File: src/rtl/core/mbf_pkg.sv
// Shared types, constants and widths of the box mean filter.
`default_nettype none
package mbf_pkg;

   localparam int MAX_WIDTH_DEF  = 1024;
   localparam int MAX_WINDOW_DEF = 15;
   localparam int HEIGHT_LIMIT   = 4096;

   localparam int PIX_W  = 8;
   localparam int COL_W  = 12;  // column index, up to 4096 pixels per row
   localparam int ROW_W  = 13;  // row index and row/column counts up to 4096
   localparam int SLOT_W = 5;   // line store row slot, up to 32 rows
   localparam int POS_W  = 24;  // raster position within a frame
   localparam int LAG_W  = 16;
   localparam int HALF_W = 3;
   localparam int WIN_W  = 4;
   localparam int DIV_W  = 8;

   localparam int CSR_IDX_W  = 2;
   localparam int CSR_DATA_W = 13;
   localparam logic [CSR_IDX_W-1:0] CSR_IMAGE_WIDTH  = 2'd0;
   localparam logic [CSR_IDX_W-1:0] CSR_IMAGE_HEIGHT = 2'd1;
   localparam logic [CSR_IDX_W-1:0] CSR_WINDOW_SIZE  = 2'd2;

   localparam logic OP_PIXEL = 1'b0;
   localparam logic OP_FLUSH = 1'b1;

   typedef struct packed {
      logic [ROW_W-1:0]  width;
      logic [ROW_W-1:0]  height;
      logic [HALF_W-1:0] half;
      logic [DIV_W-1:0]  divisor;
      logic [LAG_W-1:0]  lag;
   } cfg_type;

   typedef struct packed {
      logic              write_en;
      logic [SLOT_W-1:0] wr_slot;
      logic [COL_W-1:0]  wr_col;
      logic [PIX_W-1:0]  pixel;
      logic              emit;
      logic              interior;
      logic              frame_end;
      logic [SLOT_W-1:0] out_slot;
      logic [COL_W-1:0]  out_col;
   } task_type;

endpackage
`default_nettype wire

File: src/rtl/core/mbf_queue.sv
// Two-entry task queue between front and back end.
`default_nettype none
module mbf_queue (
   input  wire                clock,
   input  wire                reset,
   input  wire                push,
   input  mbf_pkg::task_type  task_in,
   output logic               full,
   input  wire                pop,
   output logic               empty,
   output mbf_pkg::task_type  task_out
);
   mbf_pkg::task_type entry_ff [2];
   logic       wr_ptr_ff, rd_ptr_ff;
   logic [1:0] count_ff;

   assign full     = count_ff == 2'd2;
   assign empty    = count_ff == 2'd0;
   assign task_out = entry_ff[rd_ptr_ff];

   always_ff @(posedge clock) begin
      if (push && !full) begin
         entry_ff[wr_ptr_ff] <= task_in;
      end
   end

   always_ff @(posedge clock) begin
      if (reset) begin
         wr_ptr_ff <= 1'b0;
         rd_ptr_ff <= 1'b0;
         count_ff  <= 2'd0;
      end else begin
         if (push && !full) begin
            wr_ptr_ff <= ~wr_ptr_ff;
         end
         if (pop && !empty) begin
            rd_ptr_ff <= ~rd_ptr_ff;
         end
         count_ff <= count_ff + 2'((push && !full) ? 1 : 0) - 2'((pop && !empty) ? 1 : 0);
      end
   end
endmodule
`default_nettype wire

File: config.mk
export PLATFORM = sky130hd
export DESIGN_NAME = mbf_queue
export DESIGN_NICKNAME = d
export VERILOG_FILES = /design/src/rtl/core/mbf_pkg.sv /design/src/rtl/core/mbf_queue.sv
export SDC_FILE = /design/constraint.sdc
export NUM_CORES = 1
export LEC_CHECK = 0
export BUFFER_PORTS_ARGS = -buffer_cell sky130_fd_sc_hd__buf_2
export CAP_MARGIN = 20
export CELL_PAD_IN_SITES_DETAIL_PLACEMENT = 1
export CELL_PAD_IN_SITES_GLOBAL_PLACEMENT = 1
export CORE_UTILIZATION = 35
export DETAILED_ROUTE_END_ITERATION = 7
export PLACE_DENSITY = 0.65
export SYNTH_ARGS = -nofsm -noshare
export SYNTH_HDL_FRONTEND = slang
export SYNTH_SLANG_ARGS = --single-unit
File: constraint.sdc
create_clock -name clock -period 2.6 [get_ports clock]
set_clock_uncertainty 0.15 [all_clocks]
set_input_delay 0.39 -clock clock [delete_from_list [all_inputs] [get_ports clock]]
set_output_delay 0.39 -clock clock [all_outputs]
set_load 0.01 [all_outputs]
==> results by stage <==
Run status:
- The flow ran to the end, and the final reports show no timing, DRC or antenna violations.

Route:
- Dividing the detail-routed wire length by the instance count gives about 15 um.
- After detailed routing, the total wire length is between 6 and 7 mm.
- The first detailed-routing pass ran for 4 iterations.
- The detailed router finished its first iteration with 13 violations.
- Once detail routing completed, the nets flagged for antenna violations numbered 0.
- For this run, design rule violations remaining after detail routing come to 0.
- In the routed layout, each cell is associated on average with a via count of 4.386.
- The via count is roughly 1800.

Worst setup path:
- The startpoint class of the critical path is a flip-flop.
- The worst setup path is captured at an output pin.
- Counting cells, the worst reg-to-reg path comes to 5.
- In this design, the stage delay of the slowest critical-path cell is approximately 0.56 ns.
- In this run the register-to-register setup slack is roughly 0.85 ns.
- The startpoint of the lowest-slack register-to-register path is count_ff[0].
- Traced cell by cell, the critical path runs through buf_4, mux2_2, buf_2.
- The largest fanout on the critical path is 14.
- The worst path required time is slightly above 2 ns.
- On the critical path the largest part of the delay comes from flip-flops.
- For this design, the slowest cell found on the critical path is sky130_fd_sc_hd__dfxtp_2.
- The critical path buffer and inverter count is 2.
- The capturing point of the worst reg2reg path is entry_ff[0][8].
- Data arrives at the worst endpoint at 1.65 ns.
- The path type of the worst setup path is flip-flop to output pin.

Clocking:
- Clock tree synthesis inserted a total of 9 buffers.
- The clock tree synthesis step divided the H-tree into 3 levels.
- Clock-pin slew was measured on the worst setup and hold paths at ~0.1 ns.
- In this run the clock root is driven by a sky130_fd_sc_hd__clkbuf_8.
- The number of gates resized after CTS was 0.
- The number of buffers inserted to repair setup after CTS is 0.
- The clock passes through at most 2 buffers.
- The CTS tree is yes.
- The number of clock sinks seen by CTS is 97.
- After clock tree synthesis, the flow added hold-fix buffers numbering 0.
- The latest clock arrival within the worst-skew pair is about 0.35 ns.

Yosys:
- The instance count of the mapped netlist is 170.
- The net count after synthesis is about 220.
- In this run the cell area of the synthesized design comes to between 3000 and 4000 um^2.
- The synthesized flop and latch total is a little under 100.
- A synthesized cell averages approximately 21 um^2.
- The sequential-to-total area share from yosys stat is 80.65%.
- In this run, distinct cell masters in the synthesized netlist total 21.
- Yosys printed 0 warnings.

Power:
- The proportion of total power due to net switching is between 20 and 30%.
- Summed over all nets, the switching power comes to approximately 1200 uW.
- The clock power share is between 20% and 30%.
- The combinational share of power is about 28%.
- The total power per unit cell area is between 900 and 1000 nW/um^2.
- Internal power comes to about 3000 uW.
- The register share of total power is between 50% and 60%.
- Summed over all cells, the static leakage comes to between 0.0015 and 0.002 uW.
- The worst IR drop on VDD is 0.0003716 V.

Global route:
- Entering global routing, the biggest net connects 47 pins.
- The total congestion overflow after global routing is 0.
- The global-route wire length before repair is between 9 and 10 mm.
- The total track usage is 12.26%.
- The via count of the first global-routing pass came to 1907.
- The initial antenna violation count came to 1.

Layout:
- The number of antenna diodes in the final layout is 0.
- For this run, the post-layout net count is around 330.
- The number of standard cells in the layout, taps in and fillers out is ~420.
- The area growth from synthesis to final layout is 24.46%.
- The share of post-route cells with drive strength above 1 is roughly 60%.

Floorplan:
- The width of the chip is between 100 and 150 um.
- The core area is a little under 10000 um^2.
- The die outline height is 102.7 um.
- The overall die area is roughly 11000 um^2.
- The count of boundary I/O pins is 98.
- The initialized floorplan defines 36 standard-cell rows.
- Once the floorplan was initialized, standard cells occupied 36.15% of the core.

Placement:
- The number of placed instances, taps included, is 401.
- In this run the tool buffered the top-level ports with slightly below 100 buffer cells.
- The worst-case setup slack after placement is 0.7476 ns.
- The detailed-placement wirelength estimate is approximately 4.0 mm.
- At the end of routability-driven placement, the weighted congestion stood at just over 0.6.

Timing:
- Setup repair after global routing left no endpoint under its margin.
- The slew at the pin with the worst max-slew slack is around 0.4 ns.
- The final critical path takes up a little over four fifths of the cycle.
- Measured against its own limit, the worst slew margin works out to between 70% and 80%.
- Adding up every negative setup slack in the final design gives 0 ns.
- The highest attainable clock frequency is 456.2 MHz.
- The count of final max-slew check failures came to 0.
- Once routing completed, OpenROAD measured the worst setup slack at approximately 0.41 ns.
- The setup violation total in the final timing report is 0.
- The hold violation total from the final report was 0.
- The clock period could shrink to 2.192 ns.

Run:
- Max-cap violations in this run came to 0.

Min path:
- Counting instances, the worst hold path has a depth of 1.
- The hold-critical path endpoint is entry_ff[0][33].
- The path class of the lowest-slack min-delay path is input pin to flip-flop.
- The beginning of the worst hold path is task_in[33].
==> worst reg2reg max path, stage by stage, from the launching register on <==
cell	delay, ns
sky130_fd_sc_hd__dfxtp_1	0.38
sky130_fd_sc_hd__nand2b_2	0.16
sky130_fd_sc_hd__inv_2	0.04
sky130_fd_sc_hd__or3_1	0.34
sky130_fd_sc_hd__inv_2	0.09
sky130_fd_sc_hd__buf_12	0.27
==> layout make-up <==
type | instances | area, um^2
clock buffers | 10 | 137.6
clock inverters | 6 | 42.54
fillers | 1018 | 5401
inverters | 4 | 15.01
multi-input cells | 64 | 636.9
flip-flops and latches | 97 | 2864
well taps | 133 | 166.4
repair buffers | 103 | 555.5
==> cells in the final DEF (no fill, tap or decap), types with 2 or more instances in the layout <==
cell / instances
sky130_fd_sc_hd__dfxtp_1: 4
sky130_fd_sc_hd__clkbuf_8: 10
sky130_fd_sc_hd__nor2_1: 4
sky130_fd_sc_hd__inv_2: 2
sky130_fd_sc_hd__buf_2: 97
sky130_fd_sc_hd__edfxtp_1: 92
sky130_fd_sc_hd__clkinvlp_4: 2
sky130_fd_sc_hd__clkinv_2: 2
sky130_fd_sc_hd__ha_1: 2
sky130_fd_sc_hd__inv_1: 2
sky130_fd_sc_hd__buf_12: 2
sky130_fd_sc_hd__mux2_2: 46
sky130_fd_sc_hd__buf_4: 4
==> synthesized netlist by cell type <==
| library cell | number | area, um^2 |
|---|---|---|
| sky130_fd_sc_hd__or3_1 | 1 | 6.260 |
| sky130_fd_sc_hd__nor3_1 | 1 | 5.000 |
| sky130_fd_sc_hd__o21a_1 | 1 | 7.510 |
| sky130_fd_sc_hd__buf_4 | 4 | 30.03 |
| sky130_fd_sc_hd__nor2_1 | 4 | 15.01 |
| sky130_fd_sc_hd__and2_1 | 1 | 6.260 |
| sky130_fd_sc_hd__a21oi_1 | 1 | 5.000 |
| sky130_fd_sc_hd__and3_2 | 1 | 7.510 |
| sky130_fd_sc_hd__buf_2 | 1 | 5.000 |
| sky130_fd_sc_hd__nor2b_1 | 1 | 6.260 |
| sky130_fd_sc_hd__nand2_1 | 1 | 3.750 |
| sky130_fd_sc_hd__edfxtp_1 | 92 | 2763 |
| sky130_fd_sc_hd__inv_2 | 1 | 3.750 |
| sky130_fd_sc_hd__inv_1 | 3 | 11.26 |
| sky130_fd_sc_hd__dfxtp_1 | 5 | 100.1 |
| sky130_fd_sc_hd__ha_1 | 2 | 25.02 |
| sky130_fd_sc_hd__mux2_2 | 46 | 518.0 |
| sky130_fd_sc_hd__xor2_1 | 1 | 8.760 |
| sky130_fd_sc_hd__xnor2_1 | 1 | 8.760 |
| sky130_fd_sc_hd__nand2b_2 | 1 | 8.760 |
| sky130_fd_sc_hd__o21ai_0 | 1 | 5.000 |
==> state kept, by name, indices dropped and copies added, names as in the netlist, named ones only <==
register	count
rd_ptr_ff	1
count_ff	2
entry_ff	92
wr_ptr_ff	1
==> worst max-delay path by stage <==
stage / end / slack (ns) / cells after the start
3_5_place_dp: task_out[42] / 0.75 / 3
3_3_place_gp: task_out[36] / 0.75 / 3
5_1_grt: task_out[38] / 0.28 / 3
2_1_floorplan: entry_ff[0][0] / 0.28 / 4
4_1_cts: task_out[41] / 0.35 / 3
6_report: task_out[41] / 0.41 / 3
==> power groups by stage <==
stage	sequential [uW]	combinational, uW	clock [uW]
2_1_floorplan	2070	751	0
3_3_place_gp	2110	1160	0
3_5_place_dp	2130	1170	0
4_1_cts	2090	1180	934
5_1_grt	2110	1260	989
6_report	2080	1140	887
==> per-layer routing <==
| layer | up-vias | track usage, % | wire length (um) |
|---|---|---|---|
| li1 | 874 | - | - |
| met1 | 890 | 14.20 | 2525 |
| met2 | 57 | 20.41 | 3103 |
| met3 | 8 | 3.932 | 375 |
| met4 | 0 | 6.264 | 105 |
| met5 | - | 0 | 0 |
==> through the flow <==
step	util (%)	area [um^2]	hold WS, ns	power [uW]
4_1_cts	44.99	4418	0.04798	4202
3_5_place_dp	43.16	4238	0.3443	3296
6_report	44.99	4418	0.06946	4108
3_3_place_gp	43.16	4238	0.3186	3277
2_1_floorplan	-	3550	0.3015	2823
5_1_grt	44.99	4418	0.03651	4366
==> cells by family (layout without fill, tap and decap cells) <==
kind of cell,count (synthesis),after routing,share of synthesized area (%)
buffers and inverters,9,123,1.410
adder cells (fa/ha/maj),2,2,0.7049
flip-flops,97,97,80.65
XOR/XNOR,2,2,0.4936
AND/OR/NAND/NOR,11,11,1.657
AO/OA/AOI/OAI,3,3,0.4933
multiplexers,46,46,14.59
(Power assumes the default switching activity.)
