[config.mk]
export PLATFORM = sky130hd
export DESIGN_NAME = mbf_front
export DESIGN_NICKNAME = d
export VERILOG_FILES = /design/src/rtl/core/mbf_pkg.sv /design/src/rtl/core/mbf_front.sv
export SDC_FILE = /design/constraint.sdc
export NUM_CORES = 1
export LEC_CHECK = 0
export BUFFER_PORTS_ARGS = -buffer_cell sky130_fd_sc_hd__buf_2
export CORE_AREA = 2 2 124 114
export CTS_CLUSTER_DIAMETER = 60
export DETAILED_ROUTE_END_ITERATION = 10
export DIE_AREA = 0 0 126 116
export PLACE_DENSITY_LB_ADDON = 0.3
export SYNTH_ARGS = -nofsm -noshare
export SYNTH_HDL_FRONTEND = slang
export SYNTH_SLANG_ARGS = --single-unit
[constraint.sdc]
create_clock -name clock -period 4 [get_ports clock]
set_input_delay 0.4 -clock clock [delete_from_list [all_inputs] [get_ports clock]]
set_output_delay 0.4 -clock clock [all_outputs]
set_load 0.05 [all_outputs]
[src/rtl/core/mbf_pkg.sv]
// Shared types, constants and widths of the box mean filter.
`default_nettype none
package mbf_pkg;

   localparam int MAX_WIDTH_DEF  = 1024;
   localparam int MAX_WINDOW_DEF = 15;
   localparam int HEIGHT_LIMIT   = 4096;

   localparam int PIX_W  = 8;
   localparam int COL_W  = 12;  // column index, up to 4096 pixels per row
   localparam int ROW_W  = 13;  // row index and row/column counts up to 4096
   localparam int SLOT_W = 5;   // line store row slot, up to 32 rows
   localparam int POS_W  = 24;  // raster position within a frame
   localparam int LAG_W  = 16;
   localparam int HALF_W = 3;
   localparam int WIN_W  = 4;
   localparam int DIV_W  = 8;

   localparam int CSR_IDX_W  = 2;
   localparam int CSR_DATA_W = 13;
   localparam logic [CSR_IDX_W-1:0] CSR_IMAGE_WIDTH  = 2'd0;
   localparam logic [CSR_IDX_W-1:0] CSR_IMAGE_HEIGHT = 2'd1;
   localparam logic [CSR_IDX_W-1:0] CSR_WINDOW_SIZE  = 2'd2;

   localparam logic OP_PIXEL = 1'b0;
   localparam logic OP_FLUSH = 1'b1;

   typedef struct packed {
      logic [ROW_W-1:0]  width;
      logic [ROW_W-1:0]  height;
      logic [HALF_W-1:0] half;
      logic [DIV_W-1:0]  divisor;
      logic [LAG_W-1:0]  lag;
   } cfg_type;

   typedef struct packed {
      logic              write_en;
      logic [SLOT_W-1:0] wr_slot;
      logic [COL_W-1:0]  wr_col;
      logic [PIX_W-1:0]  pixel;
      logic              emit;
      logic              interior;
      logic              frame_end;
      logic [SLOT_W-1:0] out_slot;
      logic [COL_W-1:0]  out_col;
   } task_type;

endpackage
`default_nettype wire

[src/rtl/core/mbf_front.sv]
// Front end: tracks input and output raster positions and classifies each word.
`default_nettype none
module mbf_front #(
   parameter int MAX_WINDOW = mbf_pkg::MAX_WINDOW_DEF
) (
   input  wire                        clock,
   input  wire                        reset,
   input  mbf_pkg::cfg_type           cfg,
   input  wire                        restart,
   input  wire                        accept,
   input  wire                        opcode,
   input  wire [mbf_pkg::PIX_W-1:0]   pixel_in,
   output logic                       q_push,
   output mbf_pkg::task_type          q_task
);
   localparam int ROWS = 2 * (MAX_WINDOW / 2) + 1;

   logic [mbf_pkg::COL_W-1:0]  in_col_ff, in_col_in, out_col_ff, out_col_in;
   logic [mbf_pkg::ROW_W-1:0]  in_row_ff, in_row_in, out_row_ff, out_row_in;
   logic [mbf_pkg::SLOT_W-1:0] in_slot_ff, in_slot_in, out_slot_ff, out_slot_in;
   logic [mbf_pkg::POS_W-1:0]  in_pos_ff, in_pos_in;
   logic                       complete, out_last;
   logic [mbf_pkg::ROW_W:0]    m_plus_s, n_plus_s;

   always_comb begin
      complete = in_row_ff >= cfg.height;
      out_last = (out_row_ff == cfg.height - 1'b1) &&
                 ({1'b0, out_col_ff} == cfg.width - 1'b1);
      m_plus_s = {1'b0, out_row_ff} + (mbf_pkg::ROW_W+1)'(cfg.half);
      n_plus_s = {2'b0, out_col_ff} + (mbf_pkg::ROW_W+1)'(cfg.half);

      in_col_in   = in_col_ff;
      in_row_in   = in_row_ff;
      in_slot_in  = in_slot_ff;
      in_pos_in   = in_pos_ff;
      out_col_in  = out_col_ff;
      out_row_in  = out_row_ff;
      out_slot_in = out_slot_ff;

      q_task           = '0;
      q_task.wr_slot   = in_slot_ff;
      q_task.wr_col    = in_col_ff;
      q_task.pixel     = pixel_in;
      q_task.out_slot  = out_slot_ff;
      q_task.out_col   = out_col_ff;
      q_task.frame_end = out_last;
      q_task.interior  = (out_row_ff >= mbf_pkg::ROW_W'(cfg.half)) &&
                         (m_plus_s < {1'b0, cfg.height}) &&
                         (out_col_ff >= mbf_pkg::COL_W'(cfg.half)) &&
                         (n_plus_s < {1'b0, cfg.width});

      if (accept) begin
         if (opcode == mbf_pkg::OP_PIXEL) begin
            if (!complete) begin
               q_task.write_en = 1'b1;
               q_task.emit     = in_pos_ff >= mbf_pkg::POS_W'(cfg.lag);
               in_pos_in       = in_pos_ff + 1'b1;
               // advance input column, wrap into the next row
               if ({1'b0, in_col_ff} + 1'b1 == cfg.width) begin
                  in_col_in  = '0;
                  in_row_in  = in_row_ff + 1'b1;
                  in_slot_in = (in_slot_ff == mbf_pkg::SLOT_W'(ROWS - 1)) ? '0
                                                                 : in_slot_ff + 1'b1;
               end else begin
                  in_col_in = in_col_ff + 1'b1;
               end
            end
         end else begin
            q_task.emit = complete;
         end

         if (q_task.emit) begin
            if (out_last) begin
               in_col_in   = '0;
               in_row_in   = '0;
               in_slot_in  = '0;
               in_pos_in   = '0;
               out_col_in  = '0;
               out_row_in  = '0;
               out_slot_in = '0;
            end else if ({1'b0, out_col_ff} + 1'b1 == cfg.width) begin
               out_col_in  = '0;
               out_row_in  = out_row_ff + 1'b1;
               out_slot_in = (out_slot_ff == mbf_pkg::SLOT_W'(ROWS - 1)) ? '0
                                                                : out_slot_ff + 1'b1;
            end else begin
               out_col_in = out_col_ff + 1'b1;
            end
         end
      end

      q_push = accept && (q_task.write_en || q_task.emit);
   end

   always_ff @(posedge clock) begin
      if (reset || restart) begin
         in_col_ff   <= '0;
         in_row_ff   <= '0;
         in_slot_ff  <= '0;
         in_pos_ff   <= '0;
         out_col_ff  <= '0;
         out_row_ff  <= '0;
         out_slot_ff <= '0;
      end else begin
         in_col_ff   <= in_col_in;
         in_row_ff   <= in_row_in;
         in_slot_ff  <= in_slot_in;
         in_pos_ff   <= in_pos_in;
         out_col_ff  <= out_col_in;
         out_row_ff  <= out_row_in;
         out_slot_ff <= out_slot_in;
      end
   end
endmodule
`default_nettype wire

==> run_results.csv, run 1 <==
group,metric,value,unit
setup_path,worstReg2RegEnd,"in_row_ff[9]",
synthesis,synthesis.nets,1145,
route,drtIter0Drc,648,
min_path,hp-start,"accept",
synthesis,ys_seq_area_share,21.8,%
pwr,combPwrFrac,13.8,%
final_layout,mostFrequentLayoutCell,"buf_2",
final_layout,syn_to_final_growth,12.2,%
sta,tightest_slew,0.925,ns
die,die_width,126,um
clock_tree,clk_latency,0.35,ns
min_path,hold_path_class,"input pin to flop",
route,drc,0,
pwr,power_density,218,nW/um2
setup_path,path_max_fanout,5,
sta,fin_ws,0.0671,ns
setup_path,crit_slowest_cell,"dfxtp_2",
sta,relSlewSlack,38.2,%
die,die_area,14600,um2
pwr,internal_power,1.37,mW
route,viasPerCell,6.15,
pwr,power,1.89,mW
route,wl_per_cell,16.8,um
die,io_pins,113,
setup_path,ff2ff_path_depth,9,
synthesis,synth_enable_flop_cells,0,
placed_design,place.gp.congestion,1.00,
final_layout,utilization,65.5,%
sta,finalMaxSlewViolations,0,
sta,fin_crit,3.93,ns
grt,antenna_found_initial,0,
placed_design,dpl.hpwl,16300,um
placed_design,post_dp_cell_area,8320,um2
synthesis,synth_area_per_cell,7.71,um2
final_layout,drive_gt1_share,15.6,%
final_layout,design_area,8660,um2
clock_tree,clk_path_buf_depth,2,
die,die_height,116,um
final_layout,final_cell_mix,"87 x buf_2, 84 x nor2_1, 82 x dfxtp_1, 76 x ha_1, 74 x inv_1",
clock_tree,clk_pin_slew,0.07,ns
min_path,hold_depth,2,
final_layout,fillers,1199,
grt,grt_util_all_layers,28.9,%
placed_design,place_inst,1230,
clock_tree,cts_buffers,9,
min_path,min_to,"in_col_ff[8]",
pwr,switchingPower,0.520,mW
setup_path,crit_arrival,3.53,ns
placed_design,portBuffers,88,
clock_tree,cts_sinks,84,
synthesis,netlist_instances,1001,
run,maxCapViolations,0,
clock_tree,cts_tree,"built",
synthesis,synth_area,7720,um2
sta,final.setup.tns,0,ns
die,coreArea,13200,um2
setup_path,critPathCaptureType,"output port",
sta,skew,0.0117,ns
sta,fin_hold_ws,0.375,ns
pwr,p_sw_share,27.6,%
sta,setup_viol,0,
final_layout,nets,1220,
route,routed_wl,20900,um
clock_tree,h-tree-depth,3,
route,ant_nets,0,
sta,hold_violations,0,
grt,grt_pass1_wl,34300,um
setup_path,cp_slowest_stage_delay,0.36,ns
setup_path,reg2reg_from,"in_col_ff[0]",
synthesis,synth-async-reset-ratio,0,%
setup_path,criticalPathCategory,"flop to output port",
clock_tree,cts_root_buf,"clkbuf_16",
grt,grt_max_degree,36,
pwr,clock_power_share,41.7,%
setup_path,required,3.60,ns
placed_design,place_ws,0.0681,ns
die,rows,40,
pwr,seqPwrFrac,44.5,%
sta,max_freq,254,MHz
pwr,p_leak,3.68,nW
setup_path,cp-start-kind,"flop",
die,initial_core_util,58.4,%
synthesis,synth_ff_type,"dfxtp_1",
setup_path,path_cells,"buf_4 -> ha_1 -> inv_1 -> a21oi_1 -> nor2_1 -> nor2_2 -> nor2_2 -> nand3_2 -> xnor2_2 -> ha_1 -> a21oi_1 -> o21ai_1 -> nor3_2 -> nand4_1 -> a311oi_2 -> o31a_1 -> buf_6",
final_layout,final_cells,1248,
grt,grt-ovfl-total,0,
route,drtPass1Iterations,6,
grt,grt_pass1_vias,6911,
final_layout,diodes,0,
synthesis,yosysWarnings,0,
setup_path,rrSetupSlack,0.44,ns
route,via_count,7673,
sta,fin_crit_sh,98.3,%
outcome,status,"finished, final reports clean",
synthesis,yosys_register_bits,84,
pwr,peakVddDrop,0.321,mV
synthesis,synth_cell_type_count,85,
[worst max-delay path by stage]
stage / cells past startpoint / startpoint / slack [ns] / to
3_3_place_gp: 17 / cfg[24] / 0.10 / q_task[18]
2_1_floorplan: 15 / out_col_ff[0] / 0.09 / q_task[18]
3_5_place_dp: 17 / cfg[24] / 0.07 / q_task[18]
6_report: 17 / out_row_ff[1] / 0.07 / q_task[18]
4_1_cts: 16 / out_col_ff[0] / 0.02 / q_task[18]
5_1_grt: 17 / out_row_ff[1] / -0.02 / q_task[18]
[kinds of logic after synthesis]
family                     after synthesis  synth area share, %
and+or+nand+nor                        398                 28.1
AOI/OAI and AO/OA                      190                 16.3
adders and majority gates               78                 12.8
xor gates and xnor gates               114                 12.9
muxes                                    7                0.924
buffers and inverters                  130                 7.18
DFF                                     84                 21.8
[worst max-delay path, delay by kind of cell, from the launching register on]
| family | cells | cell delay [ns] |
|---|---|---|
| buf+inv | 3 | 0.41 |
| fa+ha+maj | 2 | 0.59 |
| flops | 1 | 0.36 |
| simple gates | 6 | 0.86 |
| compound gates | 5 | 0.80 |
| xor+xnor | 1 | 0.15 |
[power groups by stage]
stage,registers (mW),clock network [mW],logic (mW)
floorplan,0.860,0,0.184
global placement,0.858,0,0.248
detailed placement,0.858,0,0.253
CTS,0.839,0.796,0.255
global route,0.839,0.822,0.286
finish,0.839,0.786,0.260
[cell type report]
| cell class | count | area, um2 | area share (%) |
|---|---|---|---|
| sequential | 84 | 1680 | 19.4 |
| inverter | 75 | 282 | 3.25 |
| clock buffer | 11 | 243 | 2.80 |
| clock inverter | 4 | 26.3 | 0.303 |
| tap | 168 | 210 | 2.43 |
| multi-input combinational | 787 | 5520 | 63.8 |
| timing repair buffer | 119 | 692 | 7.99 |
[synth_stat cells, types with 3 or more instances]
| cell type | n | area share [%] |
|---|---|---|
| nor2_1 | 86 | 4.2 |
| dfxtp_1 | 84 | 22 |
| ha_1 | 76 | 12 |
| inv_1 | 74 | 3.6 |
| nand2_1 | 71 | 3.5 |
| xnor2_1 | 60 | 6.8 |
| xor2_1 | 54 | 6.1 |
| nand3_1 | 51 | 3.3 |
| a21oi_1 | 50 | 3.2 |
| nand4_1 | 39 | 3.2 |
| o21ai_0 | 38 | 2.5 |
| clkbuf_1 | 24 | 1.2 |
| and3_1 | 20 | 1.6 |
| buf_2 | 20 | 1.3 |
| nor3_1 | 20 | 1.3 |
| nor4_1 | 14 | 1.1 |
| o31ai_1 | 13 | 1.3 |
| or3_1 | 12 | 0.97 |
| nand2b_1 | 11 | 0.89 |
| nor2b_1 | 11 | 0.89 |
| o211ai_1 | 10 | 0.97 |
| buf_4 | 9 | 0.88 |
| o21ai_1 | 9 | 0.58 |
| or4_1 | 9 | 0.88 |
| and2_1 | 8 | 0.65 |
| nor3b_1 | 8 | 0.78 |
| o21a_1 | 8 | 0.78 |
| a21o_1 | 7 | 0.68 |
| nand4b_1 | 7 | 0.79 |
| mux2i_1 | 6 | 0.78 |
| a211oi_1 | 5 | 0.49 |
| and4_1 | 5 | 0.57 |
| a31oi_1 | 4 | 0.32 |
| nand3b_1 | 4 | 0.39 |
| a2111oi_0 | 3 | 0.34 |
| a21boi_0 | 3 | 0.29 |
| a22o_1 | 3 | 0.34 |
| nor4_2 | 3 | 0.49 |
| o2111ai_1 | 3 | 0.34 |
| o21bai_1 | 3 | 0.29 |
[registers in the layout (all words and copies together) (netlist names)]
| name | count |
|---|---|
| in_slot_ff | 5 |
| in_row_ff | 13 |
| out_row_ff | 13 |
| out_slot_ff | 5 |
| in_pos_ff | 24 |
| in_col_ff | 12 |
| out_col_ff | 12 |
[repair_timing]
item,4_1_cts,5_1_grt
hold buffers,0,0
resized for setup,7,11
pin swaps,2,9
endpoints found under the setup margin,1,1
hold endpoints to repair,0,0
setup buffers,2,1
[routing by layer]
layer | global-route usage [%] | share of wire, %
met2 | 45.0 | 44
met5 | 0 | 0
met1 | 40.0 | 45
met3 | 7.76 | 10
met4 | 7.11 | 1.4
No activity file was read; power rests on OpenSTA's default activity.
==> inputs of run 2 (changes only) <==
ABC_AREA = 1   (was unset)
CORE_AREA = 2 2 131 121   (was 2 2 124 114)
DIE_AREA = 0 0 133 123   (was 0 0 126 116)
PLACE_DENSITY_LB_ADDON = 0.12   (was 0.3)
==> run_results.csv, run 2 <==
group,metric,value,unit
outcome,status,"finished, final reports clean",
synthesis,ys_seq_area_share,19.4,%
min_path,hp-start,"in_pos_ff[16]",
sta,finalMaxSlewViolations,0,
die,coreArea,15000,um2
sta,skew,0.00869,ns
final_layout,diodes,0,
die,io_pins,113,
sta,relSlewSlack,57.0,%
setup_path,path_cells,"ha_1 -> inv_1 -> fa_1 -> o21bai_2 -> nand2_1 -> inv_1 -> nand2_1 -> nor2_1 -> xor2_1 -> ha_1 -> a21oi_1 -> o211ai_1 -> a31oi_1 -> o21ai_0 -> nor2_1 -> nand2_1 -> a21oi_2 -> buf_6",
synthesis,synth_top_cell_area_share,19.4,%
synthesis,netlist_instances,1403,
clock_tree,cts_buffers,9,
clock_tree,clk_path_buf_depth,2,
grt,grt-ovfl-total,0,
sta,fin_crit_sh,96.5,%
sta,fin_crit,3.86,ns
synthesis,yosys_register_bits,84,
placed_design,portBuffers,88,
pwr,switchingPower,0.551,mW
setup_path,critPathMostFrequentCell,"nand2_1",
setup_path,rrSetupSlack,0.96,ns
route,wl_per_cell,14.5,um
grt,grt_pass1_vias,7780,
die,die_height,123,um
final_layout,drive_gt1_share,12.6,%
die,rows,43,
pwr,seqPwrFrac,43.4,%
final_layout,largestRegisters,"in_pos_ff x24, in_row_ff x13, out_row_ff x13",
synthesis,synth_top_area_cell,"dfxtp_1",
synthesis,synth_ff_type,"dfxtp_1",
setup_path,worstReg2RegEnd,"out_col_ff[5]",
final_layout,final_cell_mix,"374 x nand2_1, 180 x nor2_1, 170 x inv_1, 105 x nand3_1, 87 x buf_2",
setup_path,reg2reg_from,"in_row_ff[6]",
clock_tree,cts_sinks,84,
sta,final.setup.tns,0,ns
pwr,combPwrFrac,14.3,%
clock_tree,clk_pin_slew,0.07,ns
synthesis,yosysWarnings,0,
final_layout,mostFrequentLayoutCell,"nand2_1",
setup_path,crit_arrival,3.46,ns
route,drtPass1Iterations,7,
synthesis,netlist_top_cells_area,"dfxtp_1 19%, nand2_1 16%, ha_1 11%, nor2_1 7.8%, inv_1 7.3%",
final_layout,nets,1614,
route,drc,0,
grt,grt_util_all_layers,29.9,%
sta,setup_viol,0,
pwr,internal_power,1.38,mW
grt,antenna_found_initial,0,
pwr,peakVddDrop,0.192,mV
synthesis,synth_enable_flop_cells,0,
sta,max_freq,259,MHz
synthesis,synth_cell_type_count,48,
die,die_area,16400,um2
grt,grt_pass1_wl,39500,um
pwr,p_leak,4.49,nW
placed_design,place.gp.congestion,0.956,
route,drtIter0Drc,877,
synthesis,yosysMostFrequentCell,"nand2_1",
die,die_width,133,um
sta,fin_hold_ws,0.496,ns
grt,grt_max_degree,32,
synthesis,synth-async-reset-ratio,0,%
route,routed_wl,24400,um
run,maxCapViolations,0,
setup_path,crit_slowest_cell,"dfxtp_2",
final_layout,syn_to_final_growth,9.63,%
setup_path,required,3.60,ns
synthesis,synth_area,8690,um2
pwr,power_density,203,nW/um2
synthesis,synthesis.nets,1547,
route,viasPerCell,5.45,
synthesis,synth_area_per_cell,6.19,um2
clock_tree,cts_tree,"built",
sta,hold_violations,0,
route,ant_nets,0,
route,via_count,9132,
clock_tree,ctsHoldBuffers,0,
min_path,hold_path_class,"flop to flop",
clock_tree,cts_root_buf,"clkbuf_16",
min_path,hold_depth,2,
die,initial_core_util,57.9,%
setup_path,cp-start-kind,"flop",
setup_path,critPathCaptureType,"output port",
setup_path,criticalPathCategory,"flop to output port",
placed_design,place_ws,0.293,ns
final_layout,largest_register_ffs,24,
sta,fin_ws,0.140,ns
setup_path,cp_slowest_stage_delay,0.40,ns
sta,rsz0062_at_grt,"no",
setup_path,ff2ff_path_depth,15,
final_layout,largest_register,"in_pos_ff",
placed_design,dpl.hpwl,19100,um
synthesis,synthTopCellsByCount,"374 x nand2_1, 181 x nor2_1, 170 x inv_1",
sta,tightest_slew,0.645,ns
setup_path,path_max_fanout,7,
clock_tree,clk_latency,0.36,ns
pwr,clock_power_share,42.3,%
pwr,p_sw_share,28.5,%
clock_tree,h-tree-depth,3,
min_path,min_to,"in_pos_ff[16]",
## run 2: timing repair
item                       in CTS  in global routing
setup endpoints to repair       1                  1
resized for setup               1                  9
setup buffers                   0                  1
pin swaps                       0                  2
## run 2: critical path, delay by kind of cell, from the launching register on
kind                       cells  cell delay [ns]
buffers and inverters          3             0.30
AOI/OAI and AO/OA              6             0.89
and+or+nand+nor                5             0.53
adders and majority gates      3             0.83
xor gates and xnor gates       1             0.16
DFF                            1             0.40
## run 2: worst max path at each step
| stage | endpoint | cells past startpoint | slack (ns) | start |
|---|---|---|---|---|
| after global placement | q_task[18] | 18 | 0.35 | cfg[24] |
| after global routing | q_task[18] | 18 | 0.01 | out_col_ff[0] |
| after CTS | q_task[18] | 17 | 0.02 | out_col_ff[0] |
| final | q_task[18] | 18 | 0.14 | out_col_ff[0] |
| after floorplan | q_task[18] | 17 | 0.30 | out_col_ff[0] |
| after detailed placement | q_task[18] | 18 | 0.29 | cfg[24] |
## run 2: kinds of logic after synthesis
logic type	after synthesis	synth area share, %
DFF	84	19.4
and+or+nand+nor	827	43.3
AOI/OAI and AO/OA	114	7.19
xor gates and xnor gates	80	8.22
buffers and inverters	220	10.5
adders and majority gates	78	11.4
## run 2: area by class of cell
type / instances / area [um2]
Clock buffer: 13 / 260
Clock inverter: 3 / 21.3
Fill cell: 1480 / 5490
Inverter: 178 / 668
Multi-Input combinational cell: 1099 / 6110
Sequential cell: 84 / 1690
Tap cell: 202 / 253
Timing Repair Buffer: 98 / 522
## run 2: stage by stage
stage	area (um2)	total power [mW]	std cells	utilization [%]
after floorplan	8690	1.06	1403	-
after global placement	9210	1.12	1660	61.4
after detailed placement	9210	1.13	1660	61.4
after CTS	9490	1.94	1676	63.2
after global routing	9530	2.01	1677	63.5
final	9530	1.93	1677	63.5
## run 2: power by group through the flow
stage	Clock, mW	Sequential, mW	Combinational [mW]
finish	0.818	0.839	0.276
global route	0.864	0.839	0.307
CTS	0.830	0.839	0.272
detailed placement	0	0.858	0.270
global placement	0	0.858	0.265
floorplan	0	0.858	0.197
## run 2: layer usage
layer | vias to the layer above | part of all wire (%) | wire (um) | track usage [%]
li1 | 4676 | - | - | -
met1 | 4115 | 48 | 11600 | 43.3
met2 | 321 | 44 | 10600 | 47.1
met3 | 20 | 7.8 | 1910 | 4.59
met4 | 0 | 1.0 | 255 | 6.38
met5 | - | 0 | 0 | 0
